<file path="src/cda_pkg.sv">
// cda_pkg: shared types, codes and calendar constants for the date stepper
// used by cda_cal_unit and calendar_date_advance; depends on nothing

package cda_pkg;

  localparam int DAY_W   = 5;
  localparam int MONTH_W = 4;
  localparam int YEAR_W  = 14;
  localparam int COUNT_W = 12;
  localparam int OP_W    = 2;

  localparam int MAX_DAY_COUNT_DEF = 4095;

  localparam logic [YEAR_W-1:0]  LAST_YEAR = 14'd9999;
  localparam logic [MONTH_W-1:0] DECEMBER  = 4'd12;
  localparam logic [MONTH_W-1:0] FEBRUARY  = 4'd2;
  localparam logic [DAY_W-1:0]   FEB_LEAP  = 5'd29;
  localparam logic [DAY_W-1:0]   FEB_PLAIN = 5'd28;

  // divisibility by 25: y * inv(25) mod 2^14 falls at or below 16383/25
  localparam logic [YEAR_W-1:0] INV25       = 14'd7209;
  localparam logic [YEAR_W-1:0] DIV25_LIMIT = 14'd655;

  // operation codes
  typedef enum logic [OP_W-1:0] {
    OP_ADD_DAY   = 2'd0,
    OP_ADD_MONTH = 2'd1,
    OP_ADD_N     = 2'd2,
    OP_NONE      = 2'd3
  } op_t;

  // sequencer states
  typedef enum logic [2:0] {
    ST_IDLE,
    ST_CHECK,
    ST_DAYS,
    ST_MONTH,
    ST_CLAMP,
    ST_DONE
  } state_t;

  typedef struct packed {
    logic [DAY_W-1:0]   day;
    logic [MONTH_W-1:0] month;
    logic [YEAR_W-1:0]  year;
  } date_t;

  // results of the shared step unit for the current date
  typedef struct packed {
    logic [DAY_W-1:0] len;
    date_t            day_next;
    logic             day_wrap;
    date_t            month_next;
    logic             month_wrap;
  } step_t;

  // month length for a common year, zero for a month that does not exist
  function automatic logic [DAY_W-1:0] month_len(input logic [MONTH_W-1:0] m);
    logic [DAY_W-1:0] len;
    case (m)
      4'd1:    len = 5'd31;
      4'd2:    len = 5'd28;
      4'd3:    len = 5'd31;
      4'd4:    len = 5'd30;
      4'd5:    len = 5'd31;
      4'd6:    len = 5'd30;
      4'd7:    len = 5'd31;
      4'd8:    len = 5'd31;
      4'd9:    len = 5'd30;
      4'd10:   len = 5'd31;
      4'd11:   len = 5'd30;
      4'd12:   len = 5'd31;
      default: len = 5'd0;
    endcase
    return len;
  endfunction

endpackage

</file>
<file path="src/calendar_date_advance.sv">
// calendar_date_advance: Gregorian date stepper, top level and sequencer
// depends on cda_pkg and cda_cal_unit
// after accept the sequencer checks the date and goes straight to the strobe for
// an invalid date, op 3 or a zero count; add-day and add-N (N saturated) step the
// date in the shared calendar unit one day per cycle; add-month steps the month
// and then clamps the day; busy stays high through the strobe cycle
// synchronous active-low reset returns the sequencer to idle, no result pending

module calendar_date_advance #(
  parameter int MAX_DAY_COUNT = cda_pkg::MAX_DAY_COUNT_DEF
) (
  input  logic                         clk,
  input  logic                         rst_n,
  input  logic                         start,
  output logic                         busy,
  input  logic [cda_pkg::OP_W-1:0]     in_op,
  input  logic [cda_pkg::DAY_W-1:0]    in_day_in,
  input  logic [cda_pkg::MONTH_W-1:0]  in_month_in,
  input  logic [cda_pkg::YEAR_W-1:0]   in_year_in,
  input  logic [cda_pkg::COUNT_W-1:0]  in_day_count,
  output logic                         out_valid,
  output logic [cda_pkg::DAY_W-1:0]    out_day_out,
  output logic [cda_pkg::MONTH_W-1:0]  out_month_out,
  output logic [cda_pkg::YEAR_W-1:0]   out_year_out,
  output logic                         out_year_overflow,
  output logic                         out_date_invalid
);

  localparam int CW = $clog2(MAX_DAY_COUNT + 1);
  localparam int SW = (CW > cda_pkg::COUNT_W) ? CW : cda_pkg::COUNT_W;

  cda_pkg::state_t state_r, state_nxt;
  cda_pkg::op_t    op_r, op_nxt;
  cda_pkg::date_t  date_r, date_nxt;
  cda_pkg::step_t  step;
  logic [CW-1:0]   cnt_r, cnt_nxt;
  logic            wrap_r, wrap_nxt;
  logic            inv_r, inv_nxt;
  logic [SW-1:0]   cnt_sat;
  logic            accept;
  logic            invalid;

  cda_cal_unit u_cal (
    .cur  (date_r),
    .step (step)
  );

  assign accept = start && !busy;

  // day count saturated to the configured maximum
  assign cnt_sat = (SW'(in_day_count) > SW'(MAX_DAY_COUNT)) ? SW'(MAX_DAY_COUNT)
                                                            : SW'(in_day_count);

  // impossible input date check on the loaded date
  assign invalid = (date_r.day == '0) || (date_r.month == '0) ||
                   (date_r.month > cda_pkg::DECEMBER) ||
                   (date_r.year > cda_pkg::LAST_YEAR) || (date_r.day > step.len);

  // next state
  always_comb begin
    state_nxt = state_r;
    case (state_r)
      cda_pkg::ST_IDLE: begin
        if (accept) state_nxt = cda_pkg::ST_CHECK;
      end
      cda_pkg::ST_CHECK: begin
        if (invalid) begin
          state_nxt = cda_pkg::ST_DONE;
        end else begin
          case (op_r)
            cda_pkg::OP_ADD_DAY:   state_nxt = cda_pkg::ST_DAYS;
            cda_pkg::OP_ADD_MONTH: state_nxt = cda_pkg::ST_MONTH;
            cda_pkg::OP_ADD_N:     state_nxt = (cnt_r == '0) ? cda_pkg::ST_DONE
                                                             : cda_pkg::ST_DAYS;
            default:               state_nxt = cda_pkg::ST_DONE;
          endcase
        end
      end
      cda_pkg::ST_DAYS: begin
        if (cnt_r == CW'(1)) state_nxt = cda_pkg::ST_DONE;
      end
      cda_pkg::ST_MONTH: state_nxt = cda_pkg::ST_CLAMP;
      cda_pkg::ST_CLAMP: state_nxt = cda_pkg::ST_DONE;
      cda_pkg::ST_DONE:  state_nxt = cda_pkg::ST_IDLE;
      default:           state_nxt = cda_pkg::ST_IDLE;
    endcase
  end

  // handshake outputs
  always_comb begin
    busy      = 1'b1;
    out_valid = 1'b0;
    case (state_r)
      cda_pkg::ST_IDLE: busy      = 1'b0;
      cda_pkg::ST_DONE: out_valid = 1'b1;
      default:          busy      = 1'b1;
    endcase
  end

  // datapath next values
  always_comb begin
    op_nxt   = op_r;
    date_nxt = date_r;
    cnt_nxt  = cnt_r;
    wrap_nxt = wrap_r;
    inv_nxt  = inv_r;
    case (state_r)
      cda_pkg::ST_IDLE: begin
        if (accept) begin
          op_nxt   = cda_pkg::op_t'(in_op);
          date_nxt = '{day: in_day_in, month: in_month_in, year: in_year_in};
          cnt_nxt  = CW'(cnt_sat);
          wrap_nxt = 1'b0;
          inv_nxt  = 1'b0;
        end
      end
      cda_pkg::ST_CHECK: begin
        inv_nxt = invalid;
        if (op_r == cda_pkg::OP_ADD_DAY) cnt_nxt = CW'(1);
      end
      cda_pkg::ST_DAYS: begin
        date_nxt = step.day_next;
        wrap_nxt = wrap_r | step.day_wrap;
        cnt_nxt  = cnt_r - 1'b1;
      end
      cda_pkg::ST_MONTH: begin
        date_nxt = step.month_next;
        wrap_nxt = wrap_r | step.month_wrap;
      end
      cda_pkg::ST_CLAMP: begin
        if (date_r.day > step.len) date_nxt.day = step.len;
      end
      default: begin
        date_nxt = date_r;
      end
    endcase
  end

  // control registers
  always_ff @(posedge clk) begin
    if (!rst_n) begin
      state_r <= cda_pkg::ST_IDLE;
    end else begin
      state_r <= state_nxt;
    end
  end

  // payload registers
  always_ff @(posedge clk) begin
    op_r   <= op_nxt;
    date_r <= date_nxt;
    cnt_r  <= cnt_nxt;
    wrap_r <= wrap_nxt;
    inv_r  <= inv_nxt;
  end

  // result ports
  assign out_day_out       = date_r.day;
  assign out_month_out     = date_r.month;
  assign out_year_out      = date_r.year;
  assign out_year_overflow = wrap_r;
  assign out_date_invalid  = inv_r;

  // strobe lasts one cycle
  a_strobe_single: assert property (@(posedge clk) disable iff (!rst_n)
    out_valid |=> !out_valid)
    else $error("result strobe held longer than one cycle");

  // an accepted transaction makes the block busy
  a_accept_busy: assert property (@(posedge clk) disable iff (!rst_n)
    accept |=> busy && !out_valid)
    else $error("accepted transaction did not start the sequencer");

  // an invalid date never reports a year wrap
  a_invalid_no_wrap: assert property (@(posedge clk) disable iff (!rst_n)
    (out_valid && out_date_invalid) |-> !out_year_overflow)
    else $error("invalid date reported a year wrap");

  // a valid result holds a real month and a nonzero day
  a_valid_date: assert property (@(posedge clk) disable iff (!rst_n)
    (out_valid && !out_date_invalid) |->
      (out_month_out != '0) && (out_month_out <= cda_pkg::DECEMBER) &&
      (out_day_out != '0))
    else $error("valid result holds an impossible date");

  // day stepping never runs with an exhausted count
  a_days_count: assert property (@(posedge clk) disable iff (!rst_n)
    (state_r == cda_pkg::ST_DAYS) |-> (cnt_r != '0))
    else $error("day stepping with zero remaining count");

endmodule

</file>
<file path="src/cda_cal_unit.sv">
// cda_cal_unit: shared calendar unit, month length with leap rule plus
// one-day and one-month steps of the current date; depends on cda_pkg

module cda_cal_unit (
  input  cda_pkg::date_t cur,
  output cda_pkg::step_t step
);

  logic [2*cda_pkg::YEAR_W-1:0] prod;
  logic [cda_pkg::YEAR_W-1:0]   yr_next;
  logic                         yr_wrap;
  logic                         div4;
  logic                         div16;
  logic                         div25;
  logic                         leap;
  logic [cda_pkg::DAY_W-1:0]    cur_len;
  cda_pkg::date_t               day_next;
  logic                         day_wrap;
  cda_pkg::date_t               month_next;
  logic                         month_wrap;

  // leap year by the 4/100/400 rule, divisibility by 25 via modular inverse
  always_comb begin
    prod  = (2*cda_pkg::YEAR_W)'(cur.year) * (2*cda_pkg::YEAR_W)'(cda_pkg::INV25);
    div25 = (prod[cda_pkg::YEAR_W-1:0] <= cda_pkg::DIV25_LIMIT);
    div4  = (cur.year[1:0] == 2'd0);
    div16 = (cur.year[3:0] == 4'd0);
    leap  = (div4 && !div25) || (div16 && div25);
  end

  // month length of the current date
  always_comb begin
    if (cur.month == cda_pkg::FEBRUARY) begin
      cur_len = leap ? cda_pkg::FEB_LEAP : cda_pkg::FEB_PLAIN;
    end else begin
      cur_len = cda_pkg::month_len(cur.month);
    end
  end

  // year increment with wrap past the last year
  always_comb begin
    if (cur.year >= cda_pkg::LAST_YEAR) begin
      yr_next = '0;
      yr_wrap = 1'b1;
    end else begin
      yr_next = cur.year + 1'b1;
      yr_wrap = 1'b0;
    end
  end

  // one day forward
  always_comb begin
    day_next = cur;
    day_wrap = 1'b0;
    if (cur.day >= cur_len) begin
      day_next.day = 5'd1;
      if (cur.month >= cda_pkg::DECEMBER) begin
        day_next.month = 4'd1;
        day_next.year  = yr_next;
        day_wrap       = yr_wrap;
      end else begin
        day_next.month = cur.month + 1'b1;
      end
    end else begin
      day_next.day = cur.day + 1'b1;
    end
  end

  // one month forward, day clamp happens on the following cycle
  always_comb begin
    month_next = cur;
    month_wrap = 1'b0;
    if (cur.month >= cda_pkg::DECEMBER) begin
      month_next.month = 4'd1;
      month_next.year  = yr_next;
      month_wrap       = yr_wrap;
    end else begin
      month_next.month = cur.month + 1'b1;
    end
  end

  // collected step results
  assign step = '{len: cur_len, day_next: day_next, day_wrap: day_wrap,
                  month_next: month_next, month_wrap: month_wrap};

endmodule

</file>
<file path="config.mk">
export PLATFORM = sky130hd
export DESIGN_NAME = calendar_date_advance
export DESIGN_NICKNAME = d
export VERILOG_FILES = /design/src/cda_pkg.sv /design/src/calendar_date_advance.sv /design/src/cda_cal_unit.sv
export SDC_FILE = /design/constraint.sdc
export NUM_CORES = 1
export LEC_CHECK = 0
export BUFFER_PORTS_ARGS = -buffer_cell sky130_fd_sc_hd__buf_2
export CAP_MARGIN = 5
export CORE_ASPECT_RATIO = 1.25
export CORE_MARGIN = 8
export CORE_UTILIZATION = 40
export CTS_CLUSTER_SIZE = 28
export DETAILED_ROUTE_END_ITERATION = 6
export GPL_TIMING_DRIVEN = 0
export SLEW_MARGIN = 20
export SYNTH_ARGS = -nofsm -noshare
export SYNTH_HDL_FRONTEND = slang
export SYNTH_HIERARCHICAL = 1
export SYNTH_SLANG_ARGS = --single-unit
</file>
<file path="constraint.sdc">
create_clock -name clk -period 15.4 [get_ports clk]
set_clock_uncertainty 0.15 [all_clocks]
set_input_delay 1.54 -clock clk [delete_from_list [all_inputs] [get_ports clk]]
set_output_delay 1.54 -clock clk [all_outputs]
set_load 0.01 [all_outputs]
</file>
=== After elaboration in Yosys (flattened, before gate mapping) ===
Memories as Yosys holds them, arrays and structs flattened. A register that Yosys moved wholly into a read port is not among the register bits.
Cells that the tools add are included.

* Bits in registers: 42
* Memory bits (read-only): 80
* Input bits: 40
* Output and inout port bits: 27
* Memories kept: 1

* Add/subtract/negate cells: 4
* $mul: 1
* Order comparisons: 8
* Equal/unequal tests: 14
* Muxes and demuxes: 30
* Bitwise gates (word level): 2
* Reduce and logical (&&, ||, !) cells: 27

{| class="wikitable"
|+ Memories
! memory !! depth !! bits a word !! rd ports !! clocked after Yosys merged registers in !! wr ports !! RTL line !! source
|-
| (name not given) || 16 || 5 || 1 || 1 || 0 || cda_pkg.sv:60 || <nowiki>case (m)</nowiki>
|}

{| class="wikitable"
|+ Operator list
! operator !! count
|-
| $pmux W18 S3 || 1
|-
| $mux W12 || 3
|-
| $pmux W12 S3 || 1
|-
| $mux W14 || 2
|-
| $mux W23 || 1
|-
| $mux W18 || 1
|-
| $mux W5 || 3
|-
| $pmux W3 S5 || 1
|-
| $pmux W5 S3 || 1
|-
| $add A14 B1 Y14 const B || 1
|-
| $ge A14 B14 Y1 const B || 1
|-
| $gt A14 B14 Y1 const B || 1
|-
| $le A14 B10 Y1 const B || 1
|-
| $mul A14 B13 Y14 const B || 1
|-
| $eq A12 B1 Y1 const B || 1
|-
| $gt A12 B12 Y1 const B || 1
|-
| $logic_not A12 Y1 || 1
|-
| $mux W3 || 4
|-
| $sub A12 B1 Y12 const B || 1
|-
| $pmux W3 S3 || 1
|-
| $reduce_and A3 Y1 || 3
|-
| $reduce_bool A3 Y1 || 3
|-
| $logic_not A4 Y1 || 2
|-
| $mux W4 || 2
|-
| other kinds (26) || 48
|}

=== Logic depth before layout (Yosys ltp) ===
Gate-level depths: netlist (run 1).

* Depth after elaboration: 11
* Gate-level depth with buffers: 25

=== Hierarchy ===
The synthesis (run 1) kept the hierarchy.

{| class="wikitable"
|+ Modules (own cells, without submodules)
! module !! times used !! cells an instance !! area each (sq um) !! seq. area each (sq um)
|-
| calendar_date_advance || 1 || 250 || 2557.5 || 1231.2
|-
| cda_cal_unit || 1 || 306 || 2283.4 || 0.0
|}

=== Worst setup path before layout (run 1) ===
OpenSTA, ideal clock, no wires.

* Path kind: register to register
* From: reg date_r (netlist bit out_year_out[0])
* To: reg date_r (netlist bit out_day_out[0]) (data pin)
* Library setup time: 0.268 ns
* Data arrival time: 5.307 ns
* Required time: 14.982 ns
* Slack: 9.675 ns
* Cell stages (with the launch flop): 23
* Path buffers: 1
* Clock period less this slack: 5.725 ns
* Cell sequence: edfxtp_1 -> fa_1 -> ha_1 -> ha_1 -> fa_1 -> fa_1 -> ha_1 -> o21ai_0 -> a21oi_1 -> a31oi_1 -> nor4_1 -> a41oi_2 -> ha_1 -> nand2b_1 -> a21o_1 -> a21oi_1 -> o21a_1 -> clkbuf_1 -> nand2_1 -> mux2i_1 -> nand2_1 -> o21ai_0 -> o21ai_0

{| class="wikitable"
|+ RTL lines
! what !! RTL line !! source
|-
| from (decl) || calendar_date_advance.sv:34 || <nowiki>cda_pkg::date_t date_r, date_nxt;</nowiki>
|-
| from (signal assigned) || calendar_date_advance.sv:151 || <nowiki>date_r <= date_nxt;</nowiki>
|}

==> results.json, run 1 <==
{
  "status": "complete, no violations",
  "start_util_pct": 40.37,
  "clockBufferDepth": 2,
  "rows": 45,
  "gp_congestion": 0.8748,
  "synth_ff_type": "edfxtp_1",
  "min_path_type": "flip-flop to flip-flop",
  "fillers": 1222,
  "ios": 67,
  "max_freq_mhz": 157.3,
  "finalSetupTns_ps": 0,
  "post_cts_buffers": 0,
  "via_count": 4284,
  "critPathMaxFanout": 13,
  "min_period_ps": 6359,
  "critPathKind": "flip-flop to flip-flop",
  "ctsResizeCount": 0,
  "drc_errors": 0,
  "ys_seq_elements": 42,
  "cts_sinks": 42,
  "core_area_um2": 11990,
  "syn_to_final_growth_pct": 14.60,
  "setup_viol": 0,
  "ant_nets": 0,
  "seq_area_frac_synth_pct": 25.43,
  "antenna_cells": 0,
  "wl_per_cell_um": 15.89,
  "netlist_instances": 556,
  "layout_commonest_cell": "buf_2",
  "grt_max_degree": 21,
  "synth_nets": 664,
  "synth_area_per_cell_um2": 8.707,
  "fin_nets": 738,
  "clockRootBuffer": "clkbuf_16",
  "hold_viol": 0,
  "htree_levels": 2,
  "dieArea_um2": 15900,
  "synth_cell_type_count": 66,
  "endpoint_kind": "flip-flop",
  "seq_area_um2": 1231,
  "netlist_area_um2": 4841,
  "multi_input_area_um2": 3242,
  "ys_warn_count": 6,
  "fp.dieH_um": 139.0,
  "maxSlewHeadroom_pct": 49.65,
  "grt_pass1_vias": 4454,
  "synth_edf_count": 39,
  "grt.total_usage_pct": 16.11,
  "cts_tree": "built",
  "critPathLaunchType": "flip-flop",
  "final_cell_mix": "buf_2, ha_1, inv_1, nand2_1, nor2_1",
  "cp.arrival_ps": 6350,
  "rsz0062_at_grt": "no",
  "tightest_slew_ps": 755.3,
  "overflow": 0,
  "dp_hpwl_mm": 9.928,
  "fin_crit_sh_pct": 41.29,
  "r2r_setup_slack_ps": 9040,
  "antenna_found_initial": 0,
  "holdBufCountCts": 0,
  "drive_gt1_share_pct": 18.54,
  "cts_buffers": 5,
  "chipWidth_um": 114.4,
  "synthArstFlopShare_pct": 0,
  "path_clk_slew_ps": 70,
  "drtIter0Drc": 183,
  "firstDrtPassIters": 5,
  "clock_latency_ps": 300,
  "via_per_inst": 5.389,
  "cp.required_ps": 15390,
  "grt_pass1_wl_mm": 21.00,
  "wl_mm": 12.63,
  "drv_slew": 0,
  "cap_viol_max_count": 0,
  "portBuffers": 66
}
cells by family (layout without fill, tap and decap cells):
kind of cell	Yosys count	in the layout	synth area share [%]
AND/OR/NAND/NOR	166	166	17.37
AO/OA/AOI/OAI	133	133	18.09
buffers and inverters	87	162	7.857
adder cells (fa/ha/maj)	69	69	19.49
flip-flops	42	42	25.43
XOR/XNOR	34	34	6.539
multiplexers	25	25	5.221
metal layers:
metal	up-vias	share of wire, %	track usage (%)
met5	-	0	0
met4	0	2.7	7.379
met3	23	3.7	2.440
met2	97	52	29.17
met1	2047	42	17.83
li1	2117	-	-
state kept, by name, indices dropped and copies added, names as in the netlist:
name	count
out_month_out	4
cnt_r	12
out_date_invalid	1
state_r	3
out_day_out	5
out_year_out	14
out_year_overflow	1
op_r	2
cell usage after synthesis (3+ instances only):
master / n / area share, %
ha_1: 57 / 15
inv_1: 53 / 4.1
nand2_1: 53 / 4.1
nor2_1: 45 / 3.5
o21ai_0: 42 / 4.3
edfxtp_1: 39 / 24
xnor2_1: 26 / 4.7
mux2i_1: 23 / 4.8
o21ai_1: 22 / 2.3
a21oi_1: 17 / 1.8
nand3_1: 16 / 1.7
a22o_1: 12 / 2.2
clkbuf_1: 12 / 0.93
fa_1: 11 / 4.5
buf_2: 10 / 1.0
buf_4: 9 / 1.4
nor3_1: 9 / 0.93
nand2b_1: 8 / 1.0
o211ai_1: 7 / 1.1
xor2_1: 7 / 1.3
nor2b_1: 5 / 0.65
o31ai_1: 5 / 0.78
nand3b_1: 4 / 0.62
a21o_1: 3 / 0.47
a31oi_1: 3 / 0.39
and3_1: 3 / 0.39
dfxtp_1: 3 / 1.2
nand4_1: 3 / 0.39
nor4_1: 3 / 0.39
o221ai_1: 3 / 0.54
or4_1: 3 / 0.47
final cells by class:
class	instances	share of cell area [%]
buffer	33	3.203
clock buffer	5	2.255
clock inverter	3	0.4736
inverter	54	3.654
multi-input combinational	427	58.43
sequential	42	22.19
tap	164	3.699
timing repair buffer	67	6.089
critical path: stages, from the launching register on:
cell and delay (ps):
edfxtp_1 620, fa_1 620, ha_1 230, ha_1 300, fa_1 510, fa_1 500
ha_1 410, o21ai_0 110, a21oi_1 130, a31oi_1 50, nor4_1 330, a41oi_2 250
ha_1 330, nand2b_1 90, a21o_1 120, a21oi_1 80, o21ai_1 560, o21ai_2 300
o41ai_2 270, mux2i_1 110, o21ai_0 140
metrics by stage:
stage | setup slack [ps] | hold slack [ps] | cell area, µm² | instances | utilization (%)
final | 9041 | 479.3 | 5548 | 795 | 46.26
after global routing | 8509 | 544.4 | 5548 | 795 | 46.26
after CTS | 9032 | 468.9 | 5548 | 795 | 46.26
after detailed placement | 9057 | 452.5 | 5396 | 787 | 45.00
after global placement | 9105 | 424.0 | 5376 | 786 | 44.83
after floorplan | 9675 | 464.5 | 4841 | 556 | -
final timing paths:
kind,from,to,depth (start not counted)
setup / recovery,out_year_out[0]$_DFFE_PP_,out_year_out[5]$_DFFE_PP_,20
hold / removal,out_year_overflow$_SDFFCE_PP0P_,out_year_overflow$_SDFFCE_PP0P_,2
setup reg to reg,out_year_out[0]$_DFFE_PP_,out_year_out[5]$_DFFE_PP_,20
hold reg to reg,out_year_overflow$_SDFFCE_PP0P_,out_year_overflow$_SDFFCE_PP0P_,2
Power of run 1 is not shown: default switching activity piles up to over one toggle a cycle in this logic, so the estimate is an artifact.
==> inputs of run 2 (changes only) <==
==> constraint.sdc (replaced) <==
create_clock -name clk -period 5.5 [get_ports clk]
set_clock_uncertainty 0.15 [all_clocks]
set_input_delay 0.55 -clock clk [delete_from_list [all_inputs] [get_ports clk]]
set_output_delay 0.55 -clock clk [all_outputs]
set_load 0.01 [all_outputs]
==> run 2 against run 1 <==
Critical path type unchanged. Sequential share of layout area fell by 2.0 points. The run now ends with setup timing left. First-iteration DRC count down 11%. Critical path depth rose by 2. Worst hold slack got worse by 200 ps.
==> results.json, run 2 (synthesis results as in run 1) <==
{
  "clockBufferDepth": 2,
  "portBuffers": 66,
  "cp.required_ps": 5490,
  "cap_viol_max_count": 0,
  "crit_chain": "fa_1, ha_4, ha_4, fa_1, fa_1, ha_4, buf_4, o21ai_2, a21oi_1, a31oi_1, nor4_2, a41oi_4, ha_1, nand2b_1, a21o_1, a21oi_2, buf_4, o21ai_4, o21ai_4, o41ai_2, mux2i_1, o21ai_1",
  "fillers": 1188,
  "path_clk_slew_ps": 70,
  "fin_area_um2": 6111,
  "via_per_inst": 5.395,
  "crit_slowest_cell": "fa_1",
  "setup_slack_ps": -118.2,
  "critPathLaunch": "out_year_out[1]$_DFFE_PP_",
  "ios": 67,
  "critPathCapture": "out_year_out[5]$_DFFE_PP_",
  "crit_path_max_incr_delay_ps": 530,
  "firstDrtPassIters": 5,
  "seq_area_um2": 1231,
  "gp_congestion": 0.8848,
  "rows": 45,
  "dieArea_um2": 15900,
  "wl_per_cell_um": 16.30,
  "cts_buffers": 5,
  "violations": "setup timing",
  "htree_levels": 2,
  "cts_sinks": 42,
  "fin_nets": 779,
  "cp.arrival_ps": 5610,
  "rsz0062_at_grt": "yes",
  "hold_viol": 0,
  "wl_mm": 13.63,
  "drv_slew": 0,
  "pre_cts_ws_ps": -777.5,
  "setup_viol": 18,
  "clock_latency_ps": 290,
  "maxSlewHeadroom_pct": 49.03,
  "r2r_end": "out_year_out[5]$_DFFE_PP_",
  "critPathLaunchType": "flip-flop",
  "grt.total_usage_pct": 16.89,
  "antenna_cells": 0,
  "syn_to_final_growth_pct": 26.23,
  "r2r_start": "out_year_out[1]$_DFFE_PP_",
  "cts_tree": "built",
  "critPathMaxFanout": 9,
  "drive_gt1_share_pct": 28.13,
  "fin_crit_sh_pct": 102.1,
  "clockRootBuffer": "clkbuf_16",
  "chipWidth_um": 114.4,
  "grt_pass1_vias": 4614,
  "layout_commonest_cell": "buf_2",
  "core_area_um2": 11990,
  "min_period_ps": 5618,
  "endpoint_kind": "flip-flop",
  "via_count": 4510,
  "grt_max_degree": 17,
  "dp_hpwl_mm": 10.05,
  "drc_errors": 0,
  "start_util_pct": 40.37,
  "tightest_slew_ps": 764.5,
  "status": "complete, but fails checks",
  "multi_input_area_um2": 3440,
  "max_freq_mhz": 178.0,
  "drtIter0Drc": 162,
  "ant_nets": 0,
  "final_cell_mix": "buf_2, inv_1, nand2_1",
  "r2r_setup_slack_ps": -120,
  "antenna_found_initial": 0,
  "largest_reg_flops": 14,
  "fp.dieH_um": 139.0,
  "grt_pass1_wl_mm": 21.79,
  "min_path_type": "input pin to flip-flop",
  "r2r_cells": 22,
  "critPathKind": "flip-flop to flip-flop",
  "overflow": 0,
  "placed_area_um2": 5424
}
-- run 2: timing repair --
item / CTS / global route
endpoints found under the setup margin: 27 / 27
hold buffers: 0 / 0
resized for setup: 51 / 25
setup buffers: 16 / 23
pin swaps: 25 / 18
gates cloned: 1 / 0
-- run 2: final cells by class --
cell class | instances | share of cell area [%]
Sequential cell | 42 | 20.15
Clock inverter | 3 | 0.4300
Buffer | 33 | 3.256
Timing Repair Buffer | 108 | 11.16
Multi-Input combinational cell | 427 | 56.29
Clock buffer | 5 | 2.048
Tap cell | 164 | 3.358
Inverter | 54 | 3.317
-- run 2: critical path: cells and delay by family (launching register included) --
| kind | cells | cell delay [ps] |
|---|---|---|
| DFF | 1 | 460 |
| adders and majority gates | 7 | 2600 |
| buffers and inverters | 2 | 260 |
| and+or+nand+nor | 2 | 330 |
| AOI/OAI and AO/OA | 10 | 1540 |
| muxes | 1 | 120 |
-- run 2: metal layers --
layer / part of all wire (%) / GRT usage, %
met1: 41 / 18.48
met4: 2.3 / 6.957
met3: 4.0 / 2.571
met2: 53 / 31.15
met5: 0 / 0
-- run 2: per-stage QoR --
stage / utilization (%) / TNS [ps] / hold WS (ps) / cells
floorplan: - / -91.66 / 464.5 / 556
global placement: 44.98 / -13510 / 424.7 / 786
detailed placement: 45.23 / -14430 / 455.2 / 788
global route: 50.95 / -5469 / 273.7 / 836
finish: 50.95 / -1036 / 278.6 / 836
CTS: 48.52 / -3609 / 269.6 / 813
-- run 2: worst min-delay path by stage --
stage | cells after the start | end | slack (ps) | start
2_1_floorplan | 2 | out_year_overflow$_SDFFCE_PP0P_ | 460 | out_year_overflow$_SDFFCE_PP0P_
3_3_place_gp | 2 | out_year_overflow$_SDFFCE_PP0P_ | 420 | out_year_overflow$_SDFFCE_PP0P_
3_5_place_dp | 2 | out_year_overflow$_SDFFCE_PP0P_ | 460 | out_year_overflow$_SDFFCE_PP0P_
4_1_cts | 1 | op_r[0]$_DFFE_PP_ | 270 | in_op[0]
5_1_grt | 1 | op_r[0]$_DFFE_PP_ | 270 | in_op[0]
6_report | 1 | op_r[0]$_DFFE_PP_ | 280 | in_op[0]
Power of run 2 is left out for the same reason.
==> inputs of run 3 (changes only) <==
--- a/config.mk
+++ b/config.mk
@@ -5,6 +5,7 @@
 export SDC_FILE = /design/constraint.sdc
 export NUM_CORES = 1
 export LEC_CHECK = 0
+export ABC_AREA = 1
 export BUFFER_PORTS_ARGS = -buffer_cell sky130_fd_sc_hd__buf_2
 export CAP_MARGIN = 5
 export CORE_ASPECT_RATIO = 1.25
==> run 3 against run 2 <==
The run now ends clean. Global-route usage fell by 0.13 points. Cell count is 18% higher. Clock-buffer cell count increased by 1. Die area rose by 2.7%. Register-to-register slack improved by 360 ps. Sequential share of layout area rose by 0.32 points. Flip-flop and latch count did not move. Synthesized cell count is 29% higher. Critical path depth increased by 4.
==> results.json, run 3 <==
{
  "status": "complete, no violations",
  "rows": 45,
  "synth_compound_area_share_pct": 8.124,
  "htree_levels": 2,
  "synth_top_area_share_pct": 23.47,
  "synth_xor_area_share_pct": 2.457,
  "fin_area_um2": 6016,
  "synth_cell_type_count": 39,
  "gp_congestion": 0.9041,
  "drive_gt1_share_pct": 21.61,
  "synth_top_family_by_area": "simple AND/OR/NAND/NOR gates",
  "ant_nets": 0,
  "antenna_cells": 0,
  "tightest_slew_ps": 833.3,
  "drv_slew": 0,
  "synth_edf_count": 39,
  "portBuffers": 66,
  "dieArea_um2": 16330,
  "dp_hpwl_mm": 10.67,
  "finalSetupTns_ps": 0,
  "final_cell_mix": "nand2_1, inv_1, buf_2",
  "start_util_pct": 41.03,
  "synth_common_cells": "nand2_1, inv_1, ha_1",
  "endpoint_kind": "flip-flop",
  "layout_commonest_cell": "nand2_1",
  "synth_mux_area_share_pct": 0,
  "grt_pass1_vias": 4806,
  "fp.dieH_um": 140.9,
  "synth_area_per_cell_um2": 6.950,
  "wl_mm": 13.81,
  "yosys.area.top_type": "edfxtp_1",
  "firstDrtPassIters": 5,
  "synthArstFlopShare_pct": 0,
  "fin_crit_sh_pct": 95.58,
  "overflow": 0,
  "crit_family": "adder cells",
  "holdBufCountCts": 0,
  "grt_max_degree": 20,
  "netlist_area_um2": 4990,
  "path_clk_slew_ps": 60,
  "yosys.area_share.simple_pct": 33.68,
  "min_path_type": "input pin to flip-flop",
  "via_count": 4880,
  "wl_per_cell_um": 14.05,
  "cp.required_ps": 5390,
  "max_freq_mhz": 190.2,
  "cap_viol_max_count": 0,
  "fin_nets": 926,
  "grt.total_usage_pct": 16.75,
  "synth_nets": 826,
  "critPathMaxFanout": 5,
  "crit_path_frequent_cell": "nand2_1",
  "critPathKind": "flip-flop to flip-flop",
  "clockRootBuffer": "clkbuf_16",
  "critPathLaunchType": "flip-flop",
  "netlist_instances": 718,
  "drc_errors": 0,
  "crit_path_max_incr_delay_ps": 610,
  "via_per_inst": 4.964,
  "placed_area_um2": 5538,
  "chipWidth_um": 115.9,
  "synth_ff_type": "edfxtp_1",
  "synth_fa_ha_area_share_pct": 18.71,
  "yosys-top-cells-area": "edfxtp_1, nand2_1, ha_1, inv_1, nand3_1",
  "setup_viol": 0,
  "drtIter0Drc": 223,
  "clock_latency_ps": 290,
  "cts_sinks": 42,
  "grt_pass1_wl_mm": 22.20,
  "clockBufferDepth": 2,
  "yosys.cell_count.top_type": "nand2_1",
  "maxSlewHeadroom_pct": 44.39,
  "ios": 67,
  "ys_seq_elements": 42,
  "seq_area_frac_synth_pct": 24.67,
  "largest_reg_flops": 14,
  "cts_tree": "built",
  "crit_slowest_cell": "fa_1",
  "min_period_ps": 5257,
  "syn_to_final_growth_pct": 20.56,
  "path_buf_inv": 5,
  "cp.arrival_ps": 5150,
  "hold_viol": 0,
  "antenna_found_initial": 0,
  "core_area_um2": 12160,
  "cts_buffers": 5,
  "ys_warn_count": 6
}
==> run 3: cell count changes in the layout (fill, tap and decap cells not counted), moves of 10 or more <==
cell	delta
a22o_1	-12
clkbuf_1	-10
inv_1	+61
mux2i_1	-23
nand2_1	+171
nand3_1	+36
nand4_1	+10
nor2_1	+11
o21ai_0	+13
o21ai_1	-43
xnor2_1	-18
==> run 3: metal layers <==
layer	GRT usage (%)	up-vias	share of wire [%]
met5	0	-	0
met4	4.517	0	1.1
met3	1.966	12	3.5
met2	31.14	107	53
met1	19.42	2269	42
li1	-	2492	-
==> run 3: timing repair <==
item,in CTS,in global routing
pin swaps,4,10
gates resized for setup,12,17
cloned,0,0
setup buffers,7,19
endpoints found under the setup margin,24,22
==> run 3: cell families (layout without fill, tap and decap cells) <==
family / after synthesis / in the layout
adder cells (fa/ha/maj): 68 / 68
AND/OR/NAND/NOR: 381 / 381
XOR/XNOR: 14 / 14
AO/OA/AOI/OAI: 68 / 68
flip-flops: 42 / 42
buffers and inverters: 145 / 246
==> run 3: path summary, 6_finish.rpt <==
path | startpoint | to | slack, ps | cells after the start
max | out_year_out[1]$_DFFE_PP_ | out_year_out[6]$_DFFE_PP_ | 240 | 26
min reg2reg | out_year_overflow$_SDFFCE_PP0P_ | out_year_overflow$_SDFFCE_PP0P_ | 440 | 2
min | in_op[1] | op_r[1]$_DFFE_PP_ | 280 | 1
max reg2reg | out_year_out[1]$_DFFE_PP_ | out_year_out[6]$_DFFE_PP_ | 240 | 26
==> run 3: area by class of cell <==
type / instances / area [µm²]
Multi-Input combinational cell: 531 / 3247
Inverter: 124 / 471.7
Clock inverter: 2 / 12.51
Sequential cell: 42 / 1231
Tap cell: 164 / 205.2
Clock buffer: 6 / 138.9
Fill cell: 1275 / 6146
Buffer: 21 / 166.4
Timing Repair Buffer: 93 / 543.0
==> run 3: worst register-to-register path, stage by stage (launching register included) <==
cell      delay, ps
edfxtp_1        480
fa_1            620
ha_4            220
ha_4            260
fa_1            430
fa_1            560
ha_4            230
a21oi_1         140
o21ai_1          90
a31oi_2         180
inv_1            60
nand2_1          80
nand3_2          80
nand2_2          80
nand2_2          70
ha_1            280
nand2_1          50
inv_1            50
nand4_1         120
nand3_4         160
clkinv_4         90
buf_8           130
buf_4           140
nand2_1          50
o21ai_0          70
nand2_1          70
nand3_1          60
==> run 3: metrics by stage <==
| stage | util (%) | std cells | worst slack [ps] | hold WS [ps] |
|---|---|---|---|---|
| final | 49.46 | 983 | 243.1 | 282.9 |
| after CTS | 47.67 | 964 | 9.802 | 275.2 |
| after detailed placement | 45.54 | 949 | -837.2 | 410.8 |
| after floorplan | - | 718 | 119.8 | 406.0 |
| after global routing | 49.46 | 983 | -40.79 | 285.2 |
| after global placement | 45.43 | 948 | -745.5 | 429.1 |
Power of run 3 is left out for the same reason.
